===== config.mk =====
export PLATFORM = sky130hd
export DESIGN_NAME = symbol_hash_table_top
export DESIGN_NICKNAME = d
export VERILOG_FILES = /design/src/sht_pkg.sv /design/src/sht_ram.sv /design/src/sht_queue.sv /design/src/sht_front.sv /design/src/sht_back.sv /design/src/symbol_hash_table_top.sv
export SDC_FILE = /design/constraint.sdc
export NUM_CORES = 2
export LEC_CHECK = 0
export BUFFER_PORTS_ARGS = -buffer_cell sky130_fd_sc_hd__buf_2
export CAP_MARGIN = 0
export CORE_MARGIN = 10
export CORE_UTILIZATION = 52
export CTS_CLUSTER_DIAMETER = 50
export DETAILED_ROUTE_END_ITERATION = 16
export MAX_ROUTING_LAYER = met4
export PLACE_DENSITY = 0.7
export SETUP_SLACK_MARGIN = 0.5
export SLEW_MARGIN = 20
export SYNTH_ARGS = -nofsm -noshare
export SYNTH_HDL_FRONTEND = slang
export SYNTH_SLANG_ARGS = --single-unit

===== constraint.sdc =====
create_clock -name clock -period 6.6 [get_ports clock]
set_input_delay 1.65 -clock clock [delete_from_list [all_inputs] [get_ports clock]]
set_output_delay 1.65 -clock clock [all_outputs]
set_load 0.1 [all_outputs]

===== src/sht_pkg.sv =====
`timescale 1ns / 1ps
package sht_pkg;

   localparam int TABLE_SIZE  = 32;   // power of two: the hash keeps the low slot bits
   localparam int LABEL_CHARS = 6;
   localparam int LABEL_W     = 48;
   localparam int ADDR_W      = 24;
   localparam int STATUS_W    = 3;
   localparam int LABEL_BYTES = LABEL_W / 8;
   localparam int SLOT_W      = $clog2(TABLE_SIZE);
   localparam int CNT_W       = SLOT_W + 1;
   localparam int SUM_W       = 8 + $clog2(LABEL_BYTES + 1);
   localparam int ENTRY_W     = LABEL_W + ADDR_W;
   localparam int QUEUE_DEPTH = 2;
   localparam int QPTR_W      = $clog2(QUEUE_DEPTH);
   localparam int QCNT_W      = $clog2(QUEUE_DEPTH + 1);

   typedef enum logic {
      OP_INSERT = 1'b0,
      OP_DELETE = 1'b1
   } op_type;

   typedef enum logic [STATUS_W-1:0] {
      ST_INSERTED  = 3'd0,
      ST_DUPLICATE = 3'd1,
      ST_FULL      = 3'd2,
      ST_DELETED   = 3'd3,
      ST_NOT_FOUND = 3'd4
   } status_type;

   typedef enum logic {
      BK_IDLE,
      BK_SCAN
   } back_state_type;

   typedef struct packed {
      op_type              op;
      logic [LABEL_W-1:0]  label;
      logic [ADDR_W-1:0]   address;
      logic [SLOT_W-1:0]   key;
   } item_type;

   typedef struct packed {
      logic full;
      logic empty;
   } queue_status_type;

   function automatic logic [LABEL_W-1:0] label_mask();
      logic [LABEL_W-1:0] m;
      m = '0;
      for (int b = 0; b < LABEL_BYTES; b++) begin
         if (b < LABEL_CHARS) begin
            m[8*b +: 8] = 8'hFF;
         end
      end
      return m;
   endfunction

   localparam logic [LABEL_W-1:0] LABEL_MASK = label_mask();

   // sum of the label bytes, folded to a slot
   function automatic logic [SLOT_W-1:0] hash_of(input logic [LABEL_W-1:0] lab);
      logic [SUM_W-1:0] sum;
      sum = '0;
      for (int b = 0; b < LABEL_BYTES; b++) begin
         sum = sum + SUM_W'(lab[8*b +: 8]);
      end
      return sum[SLOT_W-1:0];
   endfunction

endpackage


===== src/sht_ram.sv =====
`timescale 1ns / 1ps
module sht_ram #(
   parameter int WIDTH = 8,
   parameter int DEPTH = 32
) (
   input  logic                     clock,
   input  logic                     wr_en,
   input  logic [$clog2(DEPTH)-1:0] wr_addr,
   input  logic [WIDTH-1:0]         wr_data,
   input  logic                     rd_en,
   input  logic [$clog2(DEPTH)-1:0] rd_addr,
   output logic [WIDTH-1:0]         rd_data
);

   logic [WIDTH-1:0] mem_ff [DEPTH];
   logic [WIDTH-1:0] rd_data_ff;

   always_ff @(posedge clock) begin
      if (wr_en) begin
         mem_ff[wr_addr] <= wr_data;
      end
      if (rd_en) begin
         rd_data_ff <= mem_ff[rd_addr];
      end
   end

   assign rd_data = rd_data_ff;

endmodule


===== src/sht_queue.sv =====
`timescale 1ns / 1ps
module sht_queue (
   input  logic                      clock,
   input  logic                      reset,
   input  logic                      push,
   input  sht_pkg::item_type         push_item,
   input  logic                      pop,
   output sht_pkg::item_type         head_item,
   output sht_pkg::queue_status_type q_status
);

   sht_pkg::item_type             entries_ff [sht_pkg::QUEUE_DEPTH];
   logic [sht_pkg::QPTR_W-1:0]    wr_ptr_ff, wr_ptr_in;
   logic [sht_pkg::QPTR_W-1:0]    rd_ptr_ff, rd_ptr_in;
   logic [sht_pkg::QCNT_W-1:0]    count_ff, count_in;

   always_comb begin
      wr_ptr_in = wr_ptr_ff;
      rd_ptr_in = rd_ptr_ff;
      count_in  = count_ff;
      if (push) begin
         wr_ptr_in = (wr_ptr_ff == sht_pkg::QPTR_W'(sht_pkg::QUEUE_DEPTH - 1)) ?
                     '0 : wr_ptr_ff + 1'b1;
      end
      if (pop) begin
         rd_ptr_in = (rd_ptr_ff == sht_pkg::QPTR_W'(sht_pkg::QUEUE_DEPTH - 1)) ?
                     '0 : rd_ptr_ff + 1'b1;
      end
      if (push && !pop) begin
         count_in = count_ff + 1'b1;
      end else if (pop && !push) begin
         count_in = count_ff - 1'b1;
      end
   end

   always_ff @(posedge clock) begin
      if (reset) begin
         wr_ptr_ff <= '0;
         rd_ptr_ff <= '0;
         count_ff  <= '0;
      end else begin
         wr_ptr_ff <= wr_ptr_in;
         rd_ptr_ff <= rd_ptr_in;
         count_ff  <= count_in;
      end
   end

   always_ff @(posedge clock) begin
      if (push) begin
         entries_ff[wr_ptr_ff] <= push_item;
      end
   end

   assign head_item      = entries_ff[rd_ptr_ff];
   assign q_status.full  = (count_ff == sht_pkg::QCNT_W'(sht_pkg::QUEUE_DEPTH));
   assign q_status.empty = (count_ff == '0);

   a_no_push_full: assert property (@(posedge clock) disable iff (reset)
      push |-> !q_status.full)
      else $error("queue push while full");

   a_no_pop_empty: assert property (@(posedge clock) disable iff (reset)
      pop |-> !q_status.empty)
      else $error("queue pop while empty");

endmodule


===== src/sht_front.sv =====
`timescale 1ns / 1ps
module sht_front (
   input  logic                          start,
   output logic                          busy,
   input  logic                          req_type,
   input  logic [sht_pkg::LABEL_W-1:0]   req_label,
   input  logic [sht_pkg::ADDR_W-1:0]    req_address,
   input  sht_pkg::queue_status_type     q_status,
   output logic                          push,
   output sht_pkg::item_type             push_item
);

   logic [sht_pkg::LABEL_W-1:0] label_clean;

   assign label_clean = req_label & sht_pkg::LABEL_MASK;

   assign busy = q_status.full;
   assign push = start && !busy;

   // classify and hash on the way in so the back starts probing at once
   assign push_item.op      = sht_pkg::op_type'(req_type);
   assign push_item.label   = label_clean;
   assign push_item.address = req_address;
   assign push_item.key     = sht_pkg::hash_of(label_clean);

endmodule


===== src/sht_back.sv =====
`timescale 1ns / 1ps
module sht_back (
   input  logic                           clock,
   input  logic                           reset,
   input  sht_pkg::queue_status_type      q_status,
   input  sht_pkg::item_type              head_item,
   output logic                           pop,
   output logic                           rsp_strobe,
   output logic [sht_pkg::STATUS_W-1:0]   rsp_status,
   output logic [sht_pkg::SLOT_W-1:0]     rsp_slot
);

   sht_pkg::back_state_type         state_ff, state_in;
   sht_pkg::op_type                 op_ff, op_in;
   logic [sht_pkg::LABEL_W-1:0]     label_ff, label_in;
   logic [sht_pkg::ADDR_W-1:0]      addr_ff, addr_in;
   logic [sht_pkg::SLOT_W-1:0]      probe_ff, probe_in;
   logic [sht_pkg::CNT_W-1:0]       issued_ff, issued_in;
   logic                            cmp_vld_ff, cmp_vld_in;
   logic [sht_pkg::SLOT_W-1:0]      cmp_idx_ff, cmp_idx_in;
   logic                            cmp_last_ff, cmp_last_in;
   logic                            free_found_ff, free_found_in;
   logic [sht_pkg::SLOT_W-1:0]      free_slot_ff, free_slot_in;
   logic [sht_pkg::TABLE_SIZE-1:0]  valid_ff, valid_in;
   logic                            rsp_strobe_ff, rsp_strobe_in;
   sht_pkg::status_type             rsp_status_ff, rsp_status_in;
   logic [sht_pkg::SLOT_W-1:0]      rsp_slot_ff, rsp_slot_in;

   logic                            issue;
   logic                            hit;
   logic                            cand_free;
   logic                            have_free;
   logic [sht_pkg::SLOT_W-1:0]      free_pick;
   logic                            finish;
   logic                            wr_en;
   logic [sht_pkg::ENTRY_W-1:0]     rd_data;
   logic [sht_pkg::LABEL_W-1:0]     rd_label;

   sht_ram #(
      .WIDTH (sht_pkg::ENTRY_W),
      .DEPTH (sht_pkg::TABLE_SIZE)
   ) u_entry_ram (
      .clock   (clock),
      .wr_en   (wr_en),
      .wr_addr (free_pick),
      .wr_data ({label_ff, addr_ff}),
      .rd_en   (issue),
      .rd_addr (probe_ff),
      .rd_data (rd_data)
   );

   assign rd_label  = rd_data[sht_pkg::ENTRY_W-1 -: sht_pkg::LABEL_W];
   assign issue     = (state_ff == sht_pkg::BK_SCAN) &&
                      (issued_ff != sht_pkg::CNT_W'(sht_pkg::TABLE_SIZE));
   assign hit       = cmp_vld_ff && valid_ff[cmp_idx_ff] && (rd_label == label_ff);
   assign cand_free = cmp_vld_ff && !valid_ff[cmp_idx_ff];
   assign have_free = free_found_ff || cand_free;
   assign free_pick = free_found_ff ? free_slot_ff : cmp_idx_ff;
   assign finish    = cmp_vld_ff && (hit || cmp_last_ff);
   assign wr_en     = finish && (op_ff == sht_pkg::OP_INSERT) && !hit && have_free;

   always_comb begin
      state_in      = state_ff;
      op_in         = op_ff;
      label_in      = label_ff;
      addr_in       = addr_ff;
      probe_in      = probe_ff;
      issued_in     = issued_ff;
      cmp_vld_in    = 1'b0;
      cmp_idx_in    = probe_ff;
      cmp_last_in   = (issued_ff == sht_pkg::CNT_W'(sht_pkg::TABLE_SIZE - 1));
      free_found_in = free_found_ff;
      free_slot_in  = free_slot_ff;
      valid_in      = valid_ff;
      rsp_strobe_in = 1'b0;
      rsp_status_in = rsp_status_ff;
      rsp_slot_in   = rsp_slot_ff;
      pop           = 1'b0;

      unique case (state_ff)
         sht_pkg::BK_IDLE: begin
            if (!q_status.empty) begin
               pop           = 1'b1;
               op_in         = head_item.op;
               label_in      = head_item.label;
               addr_in       = head_item.address;
               probe_in      = head_item.key;
               issued_in     = '0;
               free_found_in = 1'b0;
               state_in      = sht_pkg::BK_SCAN;
            end
         end
         sht_pkg::BK_SCAN: begin
            // probe from the hash slot upward; the match scan rides the same pass
            if (issue) begin
               probe_in  = probe_ff + 1'b1;
               issued_in = issued_ff + 1'b1;
            end
            cmp_vld_in = issue && !finish;
            if (cand_free && !free_found_ff) begin
               free_found_in = 1'b1;
               free_slot_in  = cmp_idx_ff;
            end
            if (finish) begin
               state_in      = sht_pkg::BK_IDLE;
               rsp_strobe_in = 1'b1;
               if (op_ff == sht_pkg::OP_INSERT) begin
                  if (hit) begin
                     rsp_status_in = sht_pkg::ST_DUPLICATE;
                     rsp_slot_in   = cmp_idx_ff;
                  end else if (have_free) begin
                     rsp_status_in       = sht_pkg::ST_INSERTED;
                     rsp_slot_in         = free_pick;
                     valid_in[free_pick] = 1'b1;
                  end else begin
                     rsp_status_in = sht_pkg::ST_FULL;
                     rsp_slot_in   = '0;
                  end
               end else begin
                  if (hit) begin
                     rsp_status_in        = sht_pkg::ST_DELETED;
                     rsp_slot_in          = cmp_idx_ff;
                     valid_in[cmp_idx_ff] = 1'b0;
                  end else begin
                     rsp_status_in = sht_pkg::ST_NOT_FOUND;
                     rsp_slot_in   = '0;
                  end
               end
            end
         end
         default: begin
            state_in = sht_pkg::BK_IDLE;
         end
      endcase
   end

   always_ff @(posedge clock) begin
      if (reset) begin
         state_ff      <= sht_pkg::BK_IDLE;
         cmp_vld_ff    <= 1'b0;
         valid_ff      <= '0;
         rsp_strobe_ff <= 1'b0;
      end else begin
         state_ff      <= state_in;
         cmp_vld_ff    <= cmp_vld_in;
         valid_ff      <= valid_in;
         rsp_strobe_ff <= rsp_strobe_in;
      end
   end

   always_ff @(posedge clock) begin
      op_ff         <= op_in;
      label_ff      <= label_in;
      addr_ff       <= addr_in;
      probe_ff      <= probe_in;
      issued_ff     <= issued_in;
      cmp_idx_ff    <= cmp_idx_in;
      cmp_last_ff   <= cmp_last_in;
      free_found_ff <= free_found_in;
      free_slot_ff  <= free_slot_in;
      rsp_status_ff <= rsp_status_in;
      rsp_slot_ff   <= rsp_slot_in;
   end

   assign rsp_strobe = rsp_strobe_ff;
   assign rsp_status = rsp_status_ff;
   assign rsp_slot   = rsp_slot_ff;

   a_strobe_single: assert property (@(posedge clock) disable iff (reset)
      rsp_strobe_ff |=> !rsp_strobe_ff)
      else $error("result strobe held for more than one cycle");

   a_insert_marks: assert property (@(posedge clock) disable iff (reset)
      (rsp_strobe_ff && (rsp_status_ff == sht_pkg::ST_INSERTED)) |-> valid_ff[rsp_slot_ff])
      else $error("inserted slot not marked valid");

   a_delete_clears: assert property (@(posedge clock) disable iff (reset)
      (rsp_strobe_ff && (rsp_status_ff == sht_pkg::ST_DELETED)) |-> !valid_ff[rsp_slot_ff])
      else $error("deleted slot still marked valid");

   a_miss_slot_zero: assert property (@(posedge clock) disable iff (reset)
      (rsp_strobe_ff && ((rsp_status_ff == sht_pkg::ST_FULL) ||
                         (rsp_status_ff == sht_pkg::ST_NOT_FOUND))) |-> (rsp_slot_ff == '0))
      else $error("slot not zero on full or not found");

endmodule


===== src/symbol_hash_table_top.sv =====
`timescale 1ns / 1ps
// Symbol table: labels and addresses in a 32-slot open-addressed hash table.
// Request channel: drive req_type (insert or delete), req_label and
// req_address with start; the beat is taken on an edge where start is high
// and busy is low. busy rises only when the two-entry request queue is full.
// Result channel: one beat per request, rsp_status and rsp_slot valid for
// the single cycle that rsp_strobe is high. The receiver cannot stall it.
// A request is hashed and queued on entry; the back end then walks all slots
// from the hash slot through one registered-read port of the entry RAM,
// checking for an exact valid match, where it stops, and noting the first free slot.
// A new label inserted, a full table or a delete that misses is answered
// only after the back end has read every slot; a duplicate insert or a
// delete that hits returns sooner, depending on where the match sits in
// the probe order.
// The back end takes one request at a time: it pops it from the queue,
// reads one slot per cycle and compares each read, and stops early once
// the match is found.
// Reset clears the valid marks, the queue and all control; no sweep of the
// entry RAM is needed and requests are taken the cycle after reset drops.
module symbol_hash_table_top (
   input  logic                          clock,
   input  logic                          reset,
   input  logic                          start,
   output logic                          busy,
   input  logic                          req_type,
   input  logic [sht_pkg::LABEL_W-1:0]   req_label,
   input  logic [sht_pkg::ADDR_W-1:0]    req_address,
   output logic                          rsp_strobe,
   output logic [sht_pkg::STATUS_W-1:0]  rsp_status,
   output logic [sht_pkg::SLOT_W-1:0]    rsp_slot
);

   logic                       push;
   logic                       pop;
   sht_pkg::item_type          push_item;
   sht_pkg::item_type          head_item;
   sht_pkg::queue_status_type  q_status;

   sht_front u_front (
      .start       (start),
      .busy        (busy),
      .req_type    (req_type),
      .req_label   (req_label),
      .req_address (req_address),
      .q_status    (q_status),
      .push        (push),
      .push_item   (push_item)
   );

   sht_queue u_queue (
      .clock     (clock),
      .reset     (reset),
      .push      (push),
      .push_item (push_item),
      .pop       (pop),
      .head_item (head_item),
      .q_status  (q_status)
   );

   sht_back u_back (
      .clock      (clock),
      .reset      (reset),
      .q_status   (q_status),
      .head_item  (head_item),
      .pop        (pop),
      .rsp_strobe (rsp_strobe),
      .rsp_status (rsp_status),
      .rsp_slot   (rsp_slot)
   );

endmodule


Yosys cells after proc, flatten, opt, wreduce, memory -nomap -nowiden
Memory sizes are Yosys's and may differ from the RTL's. A register that Yosys moved wholly into a read port is not among the register bits.
Cells that the tools add are included.
{ "word_totals": {"in_bits": 76, "mem_count": 2, "out_inout_bits": 10, "reg_bits": 143, "mem_bits_rw": 2460, "elab_cells": 127} }
{ "mem_list": {"columns": ["memory", "depth", "word_bits", "rd", "rd_clocked_by_memory_dff", "write_ports", "line_no", "source"], "rows": [
  ["u_back.u_entry_ram.mem_ff", 32, 72, 1, 1, 1, "sht_ram.sv:15", "logic [WIDTH-1:0] mem_ff [DEPTH];"],
  ["u_queue.entries_ff", 2, 78, 1, 1, 1, "sht_queue.sv:12", "sht_pkg::item_type entries_ff [sht_pkg::QUEUE_DEPTH];"]
]} }
{ "op_classes": {"n_bitwise": 6, "reduce_logical": 34, "n_eq_ne": 9, "order_cmp": 4, "muxes": 43, "add_sub_neg": 11} }
{ "op_table": {"columns": ["operator", "n"], "rows": [
  ["$mux W32", 4],
  ["$eq A48 B48 Y1", 1],
  ["$mux W5", 7],
  ["$and A32 B32 Y32", 1],
  ["$not A32 Y32", 1],
  ["$or A32 B32 Y32", 1],
  ["$add A5 B5 Y5", 5],
  ["$mux W1", 17],
  ["$logic_and A1 B1 Y1", 15],
  ["$lt A5 B6 Y1 const B", 2],
  ["$mux W6", 2],
  ["$pmux W6 S2", 1],
  ["$demux W1 S5", 2],
  ["$ge A5 B1 Y1 const B", 2],
  ["$pmux W5 S2", 1],
  ["$reduce_and A2 Y1", 5],
  ["$mux W3", 3],
  ["$ne A2 B2 Y1 const B", 4],
  ["$logic_not A1 Y1", 7],
  ["$add A6 B1 Y6 const B", 1],
  ["$eq A6 B5 Y1 const B", 1],
  ["$mux W2", 3],
  ["$ne A6 B6 Y1 const B", 1],
  ["$add A5 B1 Y5 const B", 1],
  ["other kinds (13)", 19]
]} }

Depth between registers and ports, before layout
{ "logic_depth": {"word_depth": 11, "mapped_depth": 14, "depth_no_buf": 14} }

Hierarchy
From an unflattened synthesis, not the netlist that was laid out.
{ "hier_totals": {"hier_cells": 5130, "area_unflattened_um2": 103240.3} }
{ "modules_own_cells": {"columns": ["mod", "n_inst", "seq_area_each_um2", "area_each_um2", "cells_each"], "rows": [
  ["sht_ram", 1, 71348.4, 89839.9, 4208],
  ["sht_back", 1, 3763.6, 6406.1, 529],
  ["sht_queue", 1, 4784.6, 5913.2, 265],
  ["sht_front", 1, 0.0, 1081.0, 128]
]} }

Worst setup path after synthesis
Ideal clock, no wire load.
{ "synth_timing": {"kind": "register -> register", "start": "reg u_back.cmp_idx_ff[4] in the netlist's numbering", "end": "mem u_back.u_entry_ram.mem_ff[15][24] in the netlist's numbering (enable)", "path_stages_with_launch": 10, "arrival_time_ns": 6.595, "setup_ns": 0.573, "n_path_buf": 2, "slack_ns": -0.568, "required_ns": 6.027, "cell_sequence": "dfxtp_1 > clkbuf_1 > mux4_2 > a32oi_1 > and4_1 > o211ai_4 > nor2_8 > a21oi_4 > buf_6 > nor4_1"} }
{ "synth_between": {"elab_chain_cells": 11, "elab_cells_between_ends": 16} }
{ "synth_rtl": {"columns": ["element", "line_no", "source"], "rows": [
  ["from (decl)", "sht_back.sv:20", "logic [sht_pkg::SLOT_W-1:0] cmp_idx_ff, cmp_idx_in;"],
  ["from (signal assigned)", "sht_back.sv:157", "cmp_idx_ff <= cmp_idx_in;"],
  ["$bmux W1 S5", "sht_back.sv:55, sht_back.sv:56", null],
  ["$mux W1 (not written as such)", "sht_back.sv:55, sht_back.sv:56", null],
  ["$logic_and A1 B1 Y1 (2 in a row)", "sht_back.sv:55", "assign hit = cmp_vld_ff && valid_ff[cmp_idx_ff] && (rd_label == label_ff);"],
  ["$logic_or A1 B1 Y1", "sht_back.sv:59", "assign finish = cmp_vld_ff && (hit || cmp_last_ff);"],
  ["$logic_and A1 B1 Y1", "sht_back.sv:59", null],
  ["$logic_and A1 B1 Y1 (3 in a row)", "sht_back.sv:60", "assign wr_en = finish && (op_ff == sht_pkg::OP_INSERT) && !hit && have_free;"],
  ["$mux W1", "sht_ram.sv:19", "if (wr_en) begin"],
  ["$mux W1 (not written as such)", "sht_ram.sv:20", "mem_ff[wr_addr] <= wr_data;"],
  ["to (decl)", "sht_ram.sv:15", null]
]} }
Parallel ways exist; a longest one is shown, timed or not. The select of a mux whose other input is x is not followed.

Final worst setup path
{ "layout_timing": {"start": "reg u_back.label_ff[31] in the netlist's numbering", "end": "mem u_back.u_entry_ram.mem_ff[24][42] in the netlist's numbering (enable)"} }
{ "layout_between": {"elab_chain_cells": 9, "elab_cells_between_ends": 10} }
{ "layout_rtl": {"columns": ["element", "line_no", "source"], "rows": [
  ["from (decl)", "sht_back.sv:15", "logic [sht_pkg::LABEL_W-1:0] label_ff, label_in;"],
  ["from (signal assigned)", "sht_back.sv:153", "label_ff <= label_in;"],
  ["$eq A48 B48 Y1 *", "sht_back.sv:55", null],
  ["$logic_and A1 B1 Y1 *", "sht_back.sv:55", null],
  ["$logic_or A1 B1 Y1", "sht_back.sv:59", null],
  ["$logic_and A1 B1 Y1", "sht_back.sv:59", null],
  ["$logic_and A1 B1 Y1", "sht_back.sv:60", null],
  ["$logic_and A1 B1 Y1 * (2 in a row)", "sht_back.sv:60", null],
  ["$mux W1 *", "sht_ram.sv:19", null],
  ["$mux W1 (not written as such) *", "sht_ram.sv:20", null]
]} }
Every way passes the cells marked *; elsewhere a longest branch is shown, timed or not.

==> out/summary.md <==
The flow ran to the end, and the final reports show no timing, DRC or antenna violations. The analysis attributes to net switching a power of 9640 uW. The floorplan has 134 rows.

The clock network fraction of design power came out at 30.1%. For the pin with the worst max-slew slack, the measured transition is 1.19 ns. The worst clock skew on the final layout came out at 0.0359 ns. Timing analysis after detailed placement gives a worst setup slack of 1.34 ns. After synthesis, the mean cell area works out to 23.1 um^2.

The number of placed instances, taps included is 4,818, and the synthesized-area fraction occupied by ao, oa, aoi and oai cells is 0.890%. The post-route netlist has 31.5% of its cells at a drive strength greater than 1. Net switching is 28.3% of the power.

The simple-gate portion of the synthesized area came out at 2.04%. Kind of end point of the critical path: a flip-flop. Entering global routing, the biggest net connects 97 pins. In this run, the combinational gates consume 24.3% of the power. The tools report the global router's overall resource usage as 22.1%. Measured along the y axis, the die boundary spans 387 um. Clock-pin slew was measured on the worst setup and hold paths at 0.06 ns.

Setup repair after global routing left no endpoint under its margin. The Yosys step of the flow raised 0 warnings. The die covers 150,000 um^2. The worst setup path is launched from a flip-flop. Summing every instance area after synthesis gives 70,000 um^2.

Once the floorplan was initialized, standard cells occupied 52.4% of the core. The post-cts sizing count is 0. For this run, design rule violations remaining after detail routing come to 0. Combinational family with the most area after synthesis: multiplexers. The share of synthesized area spent on multiplexers was 17.4%; the critical path data arrival time was 5.02 ns. The most used flip-flop cell after synthesis is sky130_fd_sc_hd__edfxtp_1. In this run the power density over the cells is 432 nW/um^2. The initial antenna violation count was 3.

Traced cell by cell, the critical path runs through xnor2_1 > nor4bb_1 > nand4_1 > nor4_2 > buf_4 > nand3_4 > a21oi_4 > buf_16 > nor3_2 > buf_4. The clock net in this run drives a total of 1,812 sinks. No sink is reached through more buffers than the 3 on the longest clock path. CTS root buffer: sky130_fd_sc_hd__clkbuf_16.

Detailed routing inserted a total of 32,800 vias. For this run the aggregate overflow at the end of global routing stands at 0. The first global-routing pass estimated 234,000 um of wire. The sum of routed wire length over all layers is 161,000 um. For this design the top-level I/O count stands at 86. The run gives 20.7% as the worst slew margin relative to its limit.

The critical path in this run is classified as flip-flop to flip-flop. The routed length per instance was 31.3 um; the number of iterations in the first detailed-routing pass was 6. The number of different library cells used by synthesis comes to 64. The number of hold violations in the final report was 0. For the share of power burned in registers, the log shows 45.6%.

The finished layout holds 5,151 standard cells, fillers aside. The peak fanout along the critical path came out at 48. For the number of buffers created by CTS, the log shows 180. The internal power of the cells is 24,400 uW, and the number of H-tree levels is 4. In this run, the number of DRC markers left after iteration 0 of detailed routing was 4,420.

The insertion delay of the later-clocked pin in the worst-skew pair is 0.81 ns. After legalization and detailed placement, the total HPWL measured 84,400 um. The slowest stage of the critical path is the sky130_fd_sc_hd__edfxtp_1 cell. The area growth from synthesis to layout works out to 12.8%. The min-delay analysis places its worst path in the category flip-flop to flip-flop. The overall power is 34,100 uW. The repair_antennas step left the layout with diodes totalling 0. The post-cts hold buffer count was 0.

The number of flops mapped to enable cells by yosys came out at 1,766. For the number of global-route vias before repair, the log shows 33,800. The final critical delay including setup and external delays is 4.63 ns, and the leakage power is 0.0247 uW. The delay contributed by the slowest stage of the critical path came out at 0.78 ns. VDD sags by at most 0.423 mV. The detail-routed via count per cell works out to 6.36. Synthesis inferred 1,812 register bits. Data on the critical path is required at its endpoint by 6.98 ns. Setup violations remaining at the end of the flow were counted as 0. Of all flip-flops after synthesis, the portion carrying an async set or reset was 0%. The logs give 9,083 for the number of filler cells placed in the layout and 0.827 for the global placer's final weighted congestion. The hold slack is 0.463 ns, and the xor/xnor cell area share of the yosys netlist is 0.826%. The share of the Yosys chip area taken by registers is 77.1%.

The core region area was 134,000 um^2. TritonCTS built the clock tree. Count of nets after finishing: 3,333.

The floorplan die width was 387 um; the remaining antenna violation count after routing was 0. Dividing the final minimum period by the clock period gives 70.2%. The cell repeated most along the worst path is sky130_fd_sc_hd__buf_4. After technology mapping, the gate count stands at 3,035. Once the clock tree was built, the setup fixing pass inserted 0 buffers.

After Yosys synthesis, full adders, half adders and majority gates account for 0.536% of the synthesized area. The tools report the number of max-slew violations in the final report as 0. Across the run, the number of max-cap violations was 0. Port buffering added 61 buffers.

The worst hold path was traced through 2 stages. The run gives 216 MHz as the maximum clock frequency. The synthesized netlist net count was 3,132; the length in cells of the worst reg-to-reg path was 10. Setup slack on the critical path of the routed design comes to 1.97 ns.
-- cell usage after synthesis, types with 12 or more instances --
cell                       number  area (um^2)
sky130_fd_sc_hd__inv_1         60          225
sky130_fd_sc_hd__dfxtp_1       46          921
sky130_fd_sc_hd__o32ai_1       14          123
sky130_fd_sc_hd__clkbuf_1      93          349
sky130_fd_sc_hd__nor2_1        26         97.6
sky130_fd_sc_hd__nand2_1       42          158
sky130_fd_sc_hd__nor3_1        47          235
sky130_fd_sc_hd__edfxtp_1    1766        53000
sky130_fd_sc_hd__fa_1          15          300
sky130_fd_sc_hd__o22ai_1       12         75.1
sky130_fd_sc_hd__mux4_2       485        10900
sky130_fd_sc_hd__mux2_2       100         1130
sky130_fd_sc_hd__buf_2         42          210
sky130_fd_sc_hd__nand3_1       21          105
sky130_fd_sc_hd__nor4_1        35          219
sky130_fd_sc_hd__xor2_1        38          333
sky130_fd_sc_hd__xnor2_1       28          245
sky130_fd_sc_hd__nand2b_1      27          169
-- power by group through the flow --
stage	Combinational [uW]	Clock [uW]	Sequential [uW]
2_1_floorplan	5940	0	15500
3_3_place_gp	8010	0	15700
3_5_place_dp	8190	0	15800
4_1_cts	8260	10400	15600
5_1_grt	8810	10900	15700
6_report	8280	10200	15600
-- cells by family after synthesis --
kind of cell | Yosys count
multiplexers | 595
AO/OA/AOI/OAI | 79
buffers and inverters | 208
flip-flops | 1812
XOR/XNOR | 66
adder cells (fa/ha/maj) | 21
AND/OR/NAND/NOR | 254
-- sequential cells by signal, summed over array words and instances, names as in the netlist, 2 cells and up, named ones only --
signal                      cells
u_back.label_ff                48
u_back.issued_ff                6
u_back.free_slot_ff             5
u_queue.count_ff                2
u_back.cmp_idx_in               5
u_back.u_entry_ram.rd_data     48
u_back.cmp_idx_ff               5
u_back.u_entry_ram.mem_ff    1536
u_back.rsp_slot                 5
u_queue.entries_ff            108
u_back.rsp_status               3
u_back.valid_ff                32
-- per-stage QoR --
step           utilization, %  area [um^2]  TNS, ns
4_1_cts                  59.0        78900        0
6_report                 59.1        78900        0
3_5_place_dp             54.6        72900        0
3_3_place_gp             54.5        72900        0
2_1_floorplan               -        70000  -321.24
5_1_grt                  59.1        78900        0
-- layout by cell type, fill, tap and decap left out, types with 18 or more instances in the layout --
master	netlist	routed
sky130_fd_sc_hd__edfxtp_1	1766	1766
sky130_fd_sc_hd__nor3_2	0	18
sky130_fd_sc_hd__bufinv_16	0	21
sky130_fd_sc_hd__nor3_1	47	29
sky130_fd_sc_hd__mux2_2	100	100
sky130_fd_sc_hd__clkbuf_16	0	182
sky130_fd_sc_hd__xnor2_1	28	28
sky130_fd_sc_hd__dfxtp_1	46	44
sky130_fd_sc_hd__nor2_1	26	25
sky130_fd_sc_hd__nor4_1	35	22
sky130_fd_sc_hd__clkbuf_1	93	39
sky130_fd_sc_hd__mux4_2	485	485
sky130_fd_sc_hd__xor2_1	38	37
sky130_fd_sc_hd__inv_1	60	58
sky130_fd_sc_hd__clkinv_2	0	19
sky130_fd_sc_hd__nand3_1	21	21
sky130_fd_sc_hd__buf_4	0	93
sky130_fd_sc_hd__buf_2	42	61
sky130_fd_sc_hd__nand2_1	42	42
sky130_fd_sc_hd__nand2b_1	27	27
sky130_fd_sc_hd__clkinv_1	0	37
-- critical path, delay by kind of cell (launching register included) --
family / cells / cell delay, ns
AND/OR/NAND/NOR: 5 / 1.16
buffers and inverters: 3 / 0.94
XOR/XNOR: 1 / 0.73
AO/OA/AOI/OAI: 1 / 0.51
flip-flops: 1 / 0.78
-- per-layer routing --
metal | vias to the layer above | global-route usage [%] | part of all wire (%)
li1 | 13200 | - | -
met1 | 17300 | 29.8 | 39
met2 | 1861 | 34.1 | 49
met3 | 326 | 4.64 | 9.7
met4 | 0 | 6.77 | 2.8
met5 | - | - | 0
-- cell type report --
cell class,instances,area (um^2),area share (%)
flip-flops and latches,1812,54000,68.3
clock buffers,226,4770,6.04
repair buffers,167,1240,1.57
inverters,60,225,0.285
multi-input cells,1015,15400,19.5
well taps,1768,2210,2.80
clock inverters,103,1180,1.50
-- final timing paths --
| kind | start | end | slack (ns) |
|---|---|---|---|
| worst min-delay path | u_back.valid_ff[22] | u_back.valid_ff[22] | 0.46 |
| worst max-delay path | u_back.label_ff[31] | u_back.u_entry_ram.mem_ff[24][42] | 1.97 |
| worst max register to register | u_back.label_ff[31] | u_back.u_entry_ram.mem_ff[24][42] | 1.97 |
| worst min register to register | u_back.valid_ff[22] | u_back.valid_ff[22] | 0.46 |
(Power assumes the default switching activity.)
